## src/rtl/core/ffa_ram.sv

```systemverilog
// ----------------------------------------------------------------------------
// ffa_ram
// Generic single-write, single-read RAM with a registered read port.
// ----------------------------------------------------------------------------
`default_nettype none

module ffa_ram #(
	parameter int WIDTH = 8,
	parameter int DEPTH = 32,
	localparam int AW = $clog2(DEPTH)
) (
	input  wire logic             clk,
	input  wire logic             we,
	input  wire logic [AW-1:0]    waddr,
	input  wire logic [WIDTH-1:0] wdata,
	input  wire logic [AW-1:0]    raddr,
	output logic      [WIDTH-1:0] rdata
);

	logic [WIDTH-1:0] mem [DEPTH];

	always_ff @(posedge clk) begin
		if (we) begin
			mem[waddr] <= wdata;
		end
		rdata <= mem[raddr];
	end

endmodule

`default_nettype wire

```

## config.mk

```make
export PLATFORM = sky130hd
export DESIGN_NAME = ffa_ram
export DESIGN_NICKNAME = d
export VERILOG_FILES = /design/src/rtl/core/ffa_ram.sv
export SDC_FILE = /design/constraint.sdc
export NUM_CORES = 1
export LEC_CHECK = 0
export BUFFER_PORTS_ARGS = -buffer_cell sky130_fd_sc_hd__buf_2
export CORE_MARGIN = 5
export CORE_UTILIZATION = 55
export CTS_CLUSTER_DIAMETER = 100
export CTS_CLUSTER_SIZE = 12
export DETAILED_ROUTE_END_ITERATION = 8
export PLACE_DENSITY = 0.74
export SYNTH_ARGS = -nofsm -noshare
export SYNTH_HDL_FRONTEND = slang
export SYNTH_SLANG_ARGS = --single-unit
```

## constraint.sdc

```tcl
create_clock -name clk -period 2 [get_ports clk]
set_input_delay 0.2 -clock clk [delete_from_list [all_inputs] [get_ports clk]]
set_output_delay 0.2 -clock clk [all_outputs]
set_load 0.02 [all_outputs]
```

==> run_results.csv <==
group,metric,value,unit
global_routing,grt.total_usage,19.42,%
die,die-area,0.02108,mm²
power_and_ir_drop,p_per_area,951.8,mW/mm²
power_and_ir_drop,cellLeakagePower,3.685,nW
global_routing,antenna_found_initial,0,
cts,post_cts_resize_count,0,
sta,final_max_slew_viol_count,0,
placed_design,numPortBuffers,27,
setup_path,worstSetupStartpointType,"flop",
power_and_ir_drop,p_total,10.96,mW
placed_design,hpwl,12.91,mm
route,drt_iter0_markers,512,
cts,cts-root-buf,"clkbuf_16",
cts,clock_latency,0.51,ns
synthesis,ys_seq_elements,264,
sta,holdWs,0.1653,ns
synthesis,synthSimpleGateAreaFrac,2.066,%
synthesis,ys_seq_area_share,78.06,%
flow_run,max_cap_viol_count,0,
setup_path,startpoint,"mem[5][2]",
cells_and_area,area_delta_synth_final,14.51,%
setup_path,required,2.40,ns
route,routed_via_density,6.144,
synthesis,synth_common_cells,"256 x edfxtp_1, 80 x mux4_2, 33 x nor2_1, 8 x dfxtp_1, 8 x mux2_2",
sta,final-setup-viol-count,0,
global_routing,grt_start_max_net_pins,33,
cts,htree_levels,1,
sta,fmax,546.4,MHz
synthesis,syn_inst,417,
sta,finalHoldViolations,0,
placed_design,placed_cell_area,0.01081,mm²
synthesis,yosys_warnings,0,
cells_and_area,diodes,0,
sta,finalCritPeriodShare,91.51,%
die,die_h,145.2,µm
power_and_ir_drop,ir_worst_vdd,0.7975,mV
global_routing,grt_pass1_wl,30.77,mm
sta,tightest_slew,0.6230,ns
sta,clock_skew,0.01097,ns
synthesis,synth_edf_count,256,
hold_path,min_from,"raddr[3]",
cells_and_area,ff_latch_area,0.007848,mm²
synthesis,synth_xor_area_share,0,%
synthesis,synth_area,0.01005,mm²
hold_path,hp-class,"input pin to flop",
die,rows,49,
die,core_area,0.01796,mm²
setup_path,reg2reg_from,"mem[5][2]",
sta,slew_headroom,58.47,%
setup_path,critPathMaxFanout,1,
sta,min_period,1.830,ns
route,ant_nets,0,
setup_path,path_class,"flop to flop",
synthesis,async_flop_share,0,%
synthesis,synth_cell_types,15,
cts,cts_tree,"done",
cells_and_area,fin_area,0.01151,mm²
die,ios,28,
cells_and_area,fill_cells,1135,
cts,clock_path_buffers,3,
cts,numCtsBuffers,25,
synthesis,synth_fp_nets,437,
sta,tns,0,ns
synthesis,synthFlopType,"edfxtp_1",
cts,cts_hold_buf,0,
synthesis,synthAdderAreaFrac,0,%
cts,cts.sinks,264,
route,first_pass_iters,5,
cells_and_area,multi_input_area,0.002100,mm²
route,routed_wl,20.06,mm
global_routing,first_global_vias,4737,
setup_path,critPathCaptureType,"flop",
route,wl_per_cell,26.93,µm
route,dr_total_vias,4577,
synthesis,synth.most_common_cell,"edfxtp_1",
route,drc,0,
setup_path,cp_data_arrival_time,2.23,ns
synthesis,synth_area_leaders,"edfxtp_1 76%, mux4_2 18%, dfxtp_1 1.6%",
synthesis,synth-compound-area-share,0,%
cts,clk_pin_slew,0.06,ns
sta,grt_setup_unrepaired,"false",
synthesis,synthMuxAreaShare,18.82,%
cells_and_area,finalNetCount,518,
synthesis,yosysTopAreaCell,"edfxtp_1",
placed_design,globalplace.congestion,0.7797,
die,initial_core_util,55.97,%
synthesis,synth.top_cell.area_share,76.47,%
synthesis,synth_top_family_by_area,"multiplexers",
run_status,outcome,"complete, no violations",
synthesis,syn_area_per_cell,24.11,µm²
cts,postCtsSetupBuffers,0,
cells_and_area,layout-drive-gt1-share,36.82,%
global_routing,grt_overflow_total,0,
die,die_w,145.2,µm
-- logic make-up (layout without fill, tap and decap cells) --
| logic type | Yosys count | count (layout) |
|---|---|---|
| buffers and inverters | 20 | 119 |
| and+or+nand+nor | 45 | 45 |
| muxes | 88 | 88 |
| DFF | 264 | 264 |
-- registers in the layout, summed over array words and instances, names as in the netlist --
register,flops
mem,256
rdata,8
-- metrics by stage --
step           std cells  utilization (%)  setup slack, ns
6_report             745            64.09           0.1697
5_1_grt              745            64.09           0.1547
4_1_cts              745            64.09           0.1753
3_5_place_dp         700            60.19          -0.1363
3_3_place_gp         700            60.19          -0.1197
2_1_floorplan        417                -         0.008588
-- cell usage in the layout (no fill, tap or decap) --
cell type / instances
buf_12: 7
buf_2: 26
buf_4: 41
clkbuf_1: 20
clkbuf_16: 25
dfxtp_1: 8
edfxtp_1: 256
mux2_2: 8
mux4_2: 80
nand2_1: 1
nand3_1: 2
nand3b_1: 5
nor2_1: 33
or3_1: 1
or3b_2: 3
-- power breakdown --
group	switching [mW]	internal, mW
sequential	0.0344	6.15
combinational	0.344	0.280
clock	1.80	2.34
total	2.18	8.78
-- layout make-up --
class | instances | area share (%)
Tap cell | 229 | 2.489
Clock buffer | 45 | 6.086
Timing Repair Buffer | 74 | 5.021
Multi-Input combinational cell | 133 | 18.24
Sequential cell | 264 | 68.17
-- worst max-delay path, stage by stage, from the launching register on --
cell	delay [ns]
edfxtp_1	0.36
mux4_2	0.53
mux4_2	0.55
mux2_2	0.29
-- path summary, 6_finish.rpt --
path | slack [ns] | endpoint | cells after the start
min | 0.17 | rdata[1] | 2
max | 0.17 | rdata[2] | 3
max reg2reg | 0.17 | rdata[2] | 3
min reg2reg | 0.91 | rdata[0] | 3
-- routing by layer --
layer  global-route usage, %  vias up  wire, µm
li1                        -     1939         -
met1                   29.30     2392      8191
met2                   29.77      209      9683
met3                   3.025       37      1583
met4                   6.437        0       603
met5                       0        -         0
Power figures use the tool's default switching activity.
